===== src/rtl/pbts_queue.sv =====
// pbts_queue: small two-entry fifo between front and back
// depends on nothing but its parameter type
module pbts_queue #(
	parameter type T = logic
) (
	input  logic clk,
	input  logic arst_n,
	input  logic in_valid,
	output logic in_ready,
	input  T     in_data,
	output logic out_valid,
	input  logic out_ready,
	output T     out_data
);
	T            mem_q [2];
	logic        wp_q, rp_q;
	logic [1:0]  cnt_q;

	assign in_ready = (cnt_q != 2'd2);
	assign out_valid = (cnt_q != 2'd0);
	assign out_data = mem_q[rp_q];

	// storage
	always_ff @(posedge clk) begin
		if (in_valid && in_ready) mem_q[wp_q] <= in_data;
	end

	// pointers and fill count
	always_ff @(posedge clk or negedge arst_n) begin
		if (!arst_n) begin
			wp_q <= 1'b0;
			rp_q <= 1'b0;
			cnt_q <= 2'd0;
		end else begin
			if (in_valid && in_ready) wp_q <= ~wp_q;
			if (out_valid && out_ready) rp_q <= ~rp_q;
			cnt_q <= cnt_q + 2'(in_valid && in_ready) - 2'(out_valid && out_ready);
		end
	end
endmodule


===== config.mk =====
export PLATFORM = sky130hd
export DESIGN_NAME = pbts_queue
export DESIGN_NICKNAME = d
export VERILOG_FILES = /design/src/rtl/pbts_queue.sv
export SDC_FILE = /design/constraint.sdc
export NUM_CORES = 1
export LEC_CHECK = 0
export ABC_AREA = 0
export BUFFER_PORTS_ARGS = -buffer_cell sky130_fd_sc_hd__buf_2
export CAP_MARGIN = 20
export CORE_AREA = 10 10 47 49
export CTS_CLUSTER_SIZE = 16
export DETAILED_ROUTE_END_ITERATION = 8
export DIE_AREA = 0 0 57 59
export PLACE_DENSITY = 0.4
export SYNTH_ARGS = -nofsm -noshare
export SYNTH_HDL_FRONTEND = slang
export SYNTH_SLANG_ARGS = --single-unit

===== constraint.sdc =====
create_clock -name clk -period 1.7 [get_ports clk]
set_clock_uncertainty 0.1 [all_clocks]
set_input_delay 0.34 -clock clk [delete_from_list [all_inputs] [get_ports clk]]
set_output_delay 0.34 -clock clk [all_outputs]
set_load 0.1 [all_outputs]

==> results of run 1 <==
==> metrics by stage <==
step	hold WS, ns	worst slack, ns	utilization [%]
2_1_floorplan	-0.05559	-0.1876	-
3_3_place_gp	0.05373	0.007745	32.68
3_5_place_dp	0.05292	-0.003200	32.68
4_1_cts	0.1760	0.005184	35.80
5_1_grt	0.1670	-0.05174	35.80
6_report	0.1807	0.01664	35.80
==> layout by cell type, fill, tap and decap left out <==
cell type and count:
sky130_fd_sc_hd__clkbuf_1 1, sky130_fd_sc_hd__xnor2_1 2, sky130_fd_sc_hd__nor2_1 1, sky130_fd_sc_hd__dlygate4sd3_1 1
sky130_fd_sc_hd__edfxtp_1 2, sky130_fd_sc_hd__buf_2 4, sky130_fd_sc_hd__or2_4 1, sky130_fd_sc_hd__ha_4 2
sky130_fd_sc_hd__inv_2 1, sky130_fd_sc_hd__dfrtp_1 4, sky130_fd_sc_hd__nand2_1 1, sky130_fd_sc_hd__nand2b_4 1
sky130_fd_sc_hd__mux2_2 1, sky130_fd_sc_hd__and3_1 1, sky130_fd_sc_hd__clkbuf_4 3, sky130_fd_sc_hd__and2_4 1
sky130_fd_sc_hd__xnor2_2 1, sky130_fd_sc_hd__xor2_1 1, sky130_fd_sc_hd__buf_4 7, sky130_fd_sc_hd__buf_12 3
==> registers in the layout, summed over array words and instances (netlist names) <==
name,count
wp_q,1
cnt_q,2
mem_q,2
rp_q,1
==> kinds of logic (layout without fill, tap and decap cells) <==
kind of cell / Yosys count / in the layout / share of synthesized area [%]
buffers and inverters: 1 / 20 / 1.388
multiplexers: 1 / 1 / 4.166
XOR/XNOR: 4 / 4 / 12.97
adder cells (fa/ha/maj): 2 / 2 / 9.258
AND/OR/NAND/NOR: 6 / 6 / 12.97
flip-flops: 6 / 6 / 59.26
==> worst max-delay path, stage by stage (launching register included) <==
cell                      delay, ns
sky130_fd_sc_hd__dfrtp_1       0.37
sky130_fd_sc_hd__or2_4         0.25
sky130_fd_sc_hd__and2_4        0.15
sky130_fd_sc_hd__ha_4          0.26
sky130_fd_sc_hd__inv_2         0.03
sky130_fd_sc_hd__ha_4          0.15
sky130_fd_sc_hd__xnor2_2       0.13
sky130_fd_sc_hd__xnor2_1       0.17
==> layer usage <==
layer  track usage (%)  share of wire [%]
met4             5.034                3.5
met3             3.648                9.2
met1             3.469                 34
met5                 0                  0
met2             6.512                 53
==> repair_timing <==
action                     4_1_cts  5_1_grt
hold buffers                     1        0
hold endpoints to repair         4        0
setup buffers                    1        0
pin swaps                        1        2
setup endpoints to repair        1        1
==> cell type report <==
cell class,instances,area share [%]
sequential,6,31.92
inverter,1,0.7481
tap,16,3.990
clock buffer,4,5.237
multi-input combinational,13,29.68
timing repair buffer,15,28.43
==> worst paths after layout <==
path / startpoint / end / slack, ns
max: cnt_q[1] / cnt_q[1] / 0.02
min: in_data / mem_q[1] / 0.18
max reg2reg: cnt_q[1] / cnt_q[1] / 0.02
min reg2reg: rp_q / rp_q / 0.38
max in group asynchronous: arst_n / wp_q / 1.06
min in group asynchronous: arst_n / cnt_q[1] / 0.33
==> metrics, run 1 <==
share of the synthesized area in the top cell type=37.04%; most common cell in the netlist=sky130_fd_sc_hd__dfrtp_1; Total Routing Usage GR=4.463%; number of filler instances in the final layout=148; level count of the clock H-tree=1; final sum of negative setup slack=0 ns; Crit Path Category=reg -> reg; number of sinks on the clock net=6; vias after detailed routing=223; worst slew margin relative to its limit=90.12%; number of nets in the finished design=47; Post-Synthesis Mean Instance Area=13.51 um^2; Final Max Tran Viols=0; post-CTS resize count=0; I/O pin total=8; largest fanout on the critical path=2; clock latency at the later pin of the worst-skew pair=0.25 ns; CTS Root Buffer Type=sky130_fd_sc_hd__clkbuf_4; Vias/cell=4.055; die width=57 um; area added between synthesis and finish=85.65%; number of placed cells counting well taps=49; die area=3363 um^2; number of standard cells in the layout, taps in and fillers out=55; endpoint required time on the critical path=1.77 ns; maximum clock insertion buffer count=2; input/output buffers=7; number of placement rows=14; count of unresolved DRC violations after routing=0; transition time at the pin with the least slew margin=0.1478 ns; number of flip-flops and latches in the synthesized netlist=6; Synthesized Nets=27; detailed-route wire length=598 um; most instantiated cells after synthesis=4 x sky130_fd_sc_hd__dfrtp_1, 3 x sky130_fd_sc_hd__xnor2_1, 2 x sky130_fd_sc_hd__edfxtp_1, 2 x sky130_fd_sc_hd__ha_1; multi-input logic area=148.9 um^2; period utilization=99.02%; summed area of non-filler cells in the final layout=501.7 um^2; leading cell types by total area after synthesis=sky130_fd_sc_hd__dfrtp_1 37%, sky130_fd_sc_hd__edfxtp_1 22%, sky130_fd_sc_hd__xnor2_1 9.7%; Synth warnings=0; vias in the first global route=247; worst hold-check path type=in -> reg; total gr overflow=0; number of diodes=0; Routed wire per std cell=10.87 um; effective utilization at floorplan=19.29%; placement-stage cell area=457.9 um^2; run status=completed; largest net degree at the start of global routing=5; worst path arrival time=1.75 ns; clock transition time at the flip-flop clock pins of the worst setup and hold paths=0.05 ns; number of standard cells after synthesis=20; CTS tree=done; synth unique cells=13; Primary FF master, synth=sky130_fd_sc_hd__dfrtp_1; setup repair after global routing missed its margin=yes; Syn Std Cell Area=270.3 um^2; Register Area=160.2 um^2; proportion of layout cells with a drive suffix above 1=64.10%; total clock buffers created by CTS=3; Cells on Worst Hold Path=1; Starting DRT DRC Count=0; largest area contributor in the synthesized netlist=sky130_fd_sc_hd__dfrtp_1; ys async rst share=66.67%; routability congestion estimate from global placement=0.7202; height of the die=59 um; Startpoint Class=register; drt pass-1 iters=1; Final ANT Viol Nets=0; Reg2Reg Depth=7; EDFF count, synth=2; final-report hold violation count=0; core footprint=1401 um^2; maximum capacitance violations=0; initial antenna violation count=0; min cycle time layout=1.683 ns; share of synthesized area occupied by flip-flops and latches=59.26%; sort of element at the end of the critical path=register; count of endpoints failing setup in the final report=0; global-route wire length before repair=1076 um; maximum clock rate=0.5941 GHz
Power of run 1 is left out: the tool's default activity adds up to more than one toggle a clock period on the data nets, which glitch-free logic cannot reach.
==> run 2, diff against run 1 <==
PLACE_DENSITY = 0.38   (was 0.4)
==> run 2 against run 1 <==
Against the previous run:
- via count is 9.0% lower
- first-iteration DRC count is 1 higher
- non-clock buffer count stayed put
- fmax is 0.33% higher
- worst hold slack better by 0.014 ns
- flip-flop and latch count stayed put
- highest routed layer is now met3
- final area is 0.75% lower
- count of clock-buffer cells in the layout is 1 lower
==> metrics, run 2 (synthesized netlist as in run 1, its figures left out) <==
CTS tree=done; Reg2Reg Depth=7; number of diodes=0; Routed wire per std cell=10.15 um; area added between synthesis and finish=84.26%; largest registers=cnt_q (2), mem_q (2); setup repair after global routing missed its margin=yes; period utilization=98.70%; post-CTS resize count=0; reg-to-reg setup timing slack=0.02 ns; worst hold path startpoint=in_data; sort of element at the end of the critical path=register; height of the die=59 um; vias after detailed routing=203; delay of the slowest cell on the worst path=0.38 ns; drt pass-1 iters=2; core utilization of the finished layout=35.54%; end point of the most critical hold path=mem_q[1]; most used cell, CP=sky130_fd_sc_hd__ha_4; I/O pin total=8; Vias/cell=3.759; effective utilization at floorplan=19.29%; clock latency at the later pin of the worst-skew pair=0.24 ns; transition time at the pin with the least slew margin=0.1449 ns; Slowest-stage cell, CP=sky130_fd_sc_hd__dfrtp_1; largest fanout on the critical path=2; worst reg2reg endpoint=cnt_q[1]; clock transition time at the flip-flop clock pins of the worst setup and hold paths=0.04 ns; worst path arrival time=1.70 ns; count of endpoints failing setup in the final report=0; maximum clock rate=0.5960 GHz; die width=57 um; top library cells by usage in the layout, fill and taps aside=7 x sky130_fd_sc_hd__buf_4, 4 x sky130_fd_sc_hd__dfrtp_1, 4 x sky130_fd_sc_hd__buf_2; core footprint=1401 um^2; CTS Root Buffer Type=sky130_fd_sc_hd__clkbuf_4; endpoint required time on the critical path=1.72 ns; initial antenna violation count=0; number of placement rows=14; global-route wire length before repair=945 um; Cells on Worst Hold Path=1; Final ANT Viol Nets=0; Starting DRT DRC Count=1; worst slew margin relative to its limit=90.32%; run status=completed; input/output buffers=7; detailed placement HPWL=469.4 um; worst slack on hold paths=0.1944 ns; total gr overflow=0; min cycle time layout=1.678 ns; proportion of layout cells with a drive suffix above 1=65.79%; count of unresolved DRC violations after routing=0; Crit Path Category=reg -> reg; Startpoint Class=register; level count of the clock H-tree=1; vias in the first global route=241; number of nets in the finished design=47; maximum clock insertion buffer count=2; final-report hold violation count=0; number of filler instances in the final layout=141; crit path cell chain=or2_4 > and2_4 > ha_4 > inv_2 > ha_4 > xnor2_2 > xnor2_1; number of sinks on the clock net=6; worst reg2reg path startpoint=cnt_q[1]; worst hold-check path type=in -> reg; Final Max Tran Viols=0; Total Routing Usage GR=3.816%; total clock buffers created by CTS=3; routability congestion estimate from global placement=0.7078; final sum of negative setup slack=0 ns; die area=3363 um^2; largest net degree at the start of global routing=5; detailed-route wire length=548 um; most common library cell in the layout ignoring fill and taps=sky130_fd_sc_hd__buf_4; maximum capacitance violations=0
[run 2: cell types whose count changed in the layout (fill, tap and decap cells not counted)]
cell,previous run,this run
sky130_fd_sc_hd__clkbuf_1,1,0
[run 2: worst max-delay path, delay by kind of cell, from the launching register on]
kind	cells	cell delay (ns)
fa+ha+maj	2	0.40
flops	1	0.38
buf+inv	1	0.03
xor+xnor	2	0.25
simple gates	2	0.40
[run 2: stage by stage]
| stage | instance area [um^2] | cells | setup slack [ns] |
|---|---|---|---|
| 4_1_cts | 498.0 | 54 | 0.005963 |
| 5_1_grt | 498.0 | 54 | -0.02696 |
| 2_1_floorplan | 312.8 | 20 | -0.1876 |
| 6_report | 498.0 | 54 | 0.02215 |
| 3_3_place_gp | 457.9 | 49 | 0.004088 |
| 3_5_place_dp | 457.9 | 49 | -0.01149 |
[run 2: how the worst max path moves through the flow]
stage,start,end,slack [ns],cells after the start
2_1_floorplan,cnt_q[1],cnt_q[1],-0.19,7
4_1_cts,cnt_q[0],cnt_q[1],0.006,7
6_report,cnt_q[1],cnt_q[1],0.02,7
5_1_grt,cnt_q[1],cnt_q[1],-0.03,7
3_3_place_gp,cnt_q[0],cnt_q[1],0.004,7
3_5_place_dp,cnt_q[0],cnt_q[1],-0.01,7
[run 2: area by class of cell]
class / instances / area [um^2] / area share (%)
inverters: 1 / 3.754 / 0.7538
repair buffers: 15 / 142.6 / 28.64
flip-flops and latches: 6 / 160.2 / 32.16
well taps: 16 / 20.02 / 4.020
clock buffers: 3 / 22.52 / 4.523
multi-input cells: 13 / 148.9 / 29.90
[run 2: metal layers]
layer,part of all wire (%),wire length [um],vias to the layer above,GRT usage [%]
met5,0,0,-,0
met4,0,0,0,4.027
met3,8.2,45,0,2.361
met2,57,314,3,6.357
met1,34,188,95,2.878
li1,-,-,105,-
[run 2: timing repair]
action | 4_1_cts | 5_1_grt
hold endpoints to repair | 4 | 0
hold buffers | 1 | 0
setup buffers | 1 | 0
pin swaps | 2 | 1
endpoints found under the setup margin | 1 | 1
Power of run 2 is left out for the same reason.
==> run 3, diff against run 2 <==
MAX_ROUTING_LAYER = met4   (was default)
==> run 3 against run 2 <==
Against the previous run:
- core utilization unchanged
- fmax about the same
- global-route usage up 0.11 points
==> metrics, run 3 (synthesized netlist as in run 1, its figures left out) <==
Routed wire per std cell=10.17 um; run status=completed; Final Max Tran Viols=0; effective utilization at floorplan=19.29%; vias in the first global route=241; Final ANT Viol Nets=0; count of endpoints failing setup in the final report=0; level count of the clock H-tree=1; input/output buffers=7; most common library cell in the layout ignoring fill and taps=sky130_fd_sc_hd__buf_4; routing usage on met1=2.878%; count of unresolved DRC violations after routing=0; height of the die=59 um; Total Routing Usage GR=3.923%; sort of element at the end of the critical path=register; post-CTS resize count=0; endpoint required time on the critical path=1.72 ns; worst slew margin relative to its limit=90.34%; core footprint=1401 um^2; largest registers=cnt_q (2), mem_q (2); CTS tree=done; transition time at the pin with the least slew margin=0.1446 ns; detailed placement HPWL=469.4 um; global-route wire length before repair=938 um; routability congestion estimate from global placement=0.7157; period utilization=98.69%; Vias/cell=3.796; Post-Place Setup Slack=-0.01149 ns; die width=57 um; global-route track usage on met3=2.361%; I/O pin total=8; slack of the critical path=0.02223 ns; final-report hold violation count=0; maximum capacitance violations=0; Startpoint Class=register; maximum clock insertion buffer count=2; most used routing layer in global routing=met2; setup repair after global routing missed its margin=yes; area added between synthesis and finish=84.26%; drt pass-1 iters=2; Crit Path Category=reg -> reg; number of placement rows=14; proportion of layout cells with a drive suffix above 1=65.79%; total gr overflow=0; top library cells by usage in the layout, fill and taps aside=7 x sky130_fd_sc_hd__buf_4, 4 x sky130_fd_sc_hd__dfrtp_1, 4 x sky130_fd_sc_hd__buf_2; Starting DRT DRC Count=1; die area=3363 um^2; vias after detailed routing=205; met2 layer usage reported by global route=6.357%; worst path arrival time=1.70 ns; worst hold-check path type=in -> reg; maximum clock rate=0.5960 GHz; min cycle time layout=1.678 ns; number of sinks on the clock net=6; number of nets in the finished design=47; detailed-route wire length=549 um; clock transition time at the flip-flop clock pins of the worst setup and hold paths=0.04 ns; total clock buffers created by CTS=3; initial antenna violation count=0; largest fanout on the critical path=2; number of diodes=0; clock latency at the later pin of the worst-skew pair=0.24 ns; CTS Root Buffer Type=sky130_fd_sc_hd__clkbuf_4; largest net degree at the start of global routing=5
## run 3: per-stage QoR
| stage | hold slack [ns] | util (%) | TNS (ns) | instance area, um^2 | std cells |
|---|---|---|---|---|---|
| after floorplan | -0.05559 | - | -0.1876 | 312.8 | 20 |
| after global placement | 0.05427 | 32.68 | 0 | 457.9 | 49 |
| after detailed placement | 0.05628 | 32.68 | -0.01149 | 457.9 | 49 |
| after CTS | 0.1876 | 35.54 | 0 | 498.0 | 54 |
| after global routing | 0.1776 | 35.54 | -0.02696 | 498.0 | 54 |
| final | 0.1945 | 35.54 | 0 | 498.0 | 54 |
## run 3: cell type report
| cell class | instances | area (um^2) |
|---|---|---|
| Timing Repair Buffer | 15 | 142.6 |
| Inverter | 1 | 3.754 |
| Tap cell | 16 | 20.02 |
| Sequential cell | 6 | 160.2 |
| Fill cell | 141 | 903.4 |
| Clock buffer | 3 | 22.52 |
| Multi-Input combinational cell | 13 | 148.9 |
## run 3: layer usage
layer / routed length, um / up-vias
met1: 188 / 95
met5: 0 / -
met3: 43 / 2
met4: 5 / 0
met2: 311 / 3
li1: - / 105
## run 3: worst paths after layout
path                           from  endpoint  slack [ns]  cells after the start
max in group asynchronous    arst_n  cnt_q[0]        1.04                      2
min                         in_data  mem_q[1]        0.19                      1
min in group asynchronous    arst_n      wp_q        0.34                      2
max reg2reg                cnt_q[1]  cnt_q[1]        0.02                      7
min reg2reg                    rp_q      rp_q        0.38                      1
max                        cnt_q[1]  cnt_q[1]        0.02                      7
## run 3: critical path, cell delays in order, from the launching register on
cell and delay [ns]:
sky130_fd_sc_hd__dfrtp_1 0.38, sky130_fd_sc_hd__or2_4 0.25, sky130_fd_sc_hd__and2_4 0.15, sky130_fd_sc_hd__ha_4 0.25, sky130_fd_sc_hd__inv_2 0.03, sky130_fd_sc_hd__ha_4 0.15, sky130_fd_sc_hd__xnor2_2 0.13, sky130_fd_sc_hd__xnor2_1 0.12
## run 3: repair_timing
item | in CTS | in global routing
setup buffers | 1 | 0
setup endpoints to repair | 1 | 1
hold buffers | 1 | 0
hold endpoints to repair | 4 | 0
pin swaps | 2 | 1
cloned | 0 | 0
Power of run 3 is left out for the same reason.
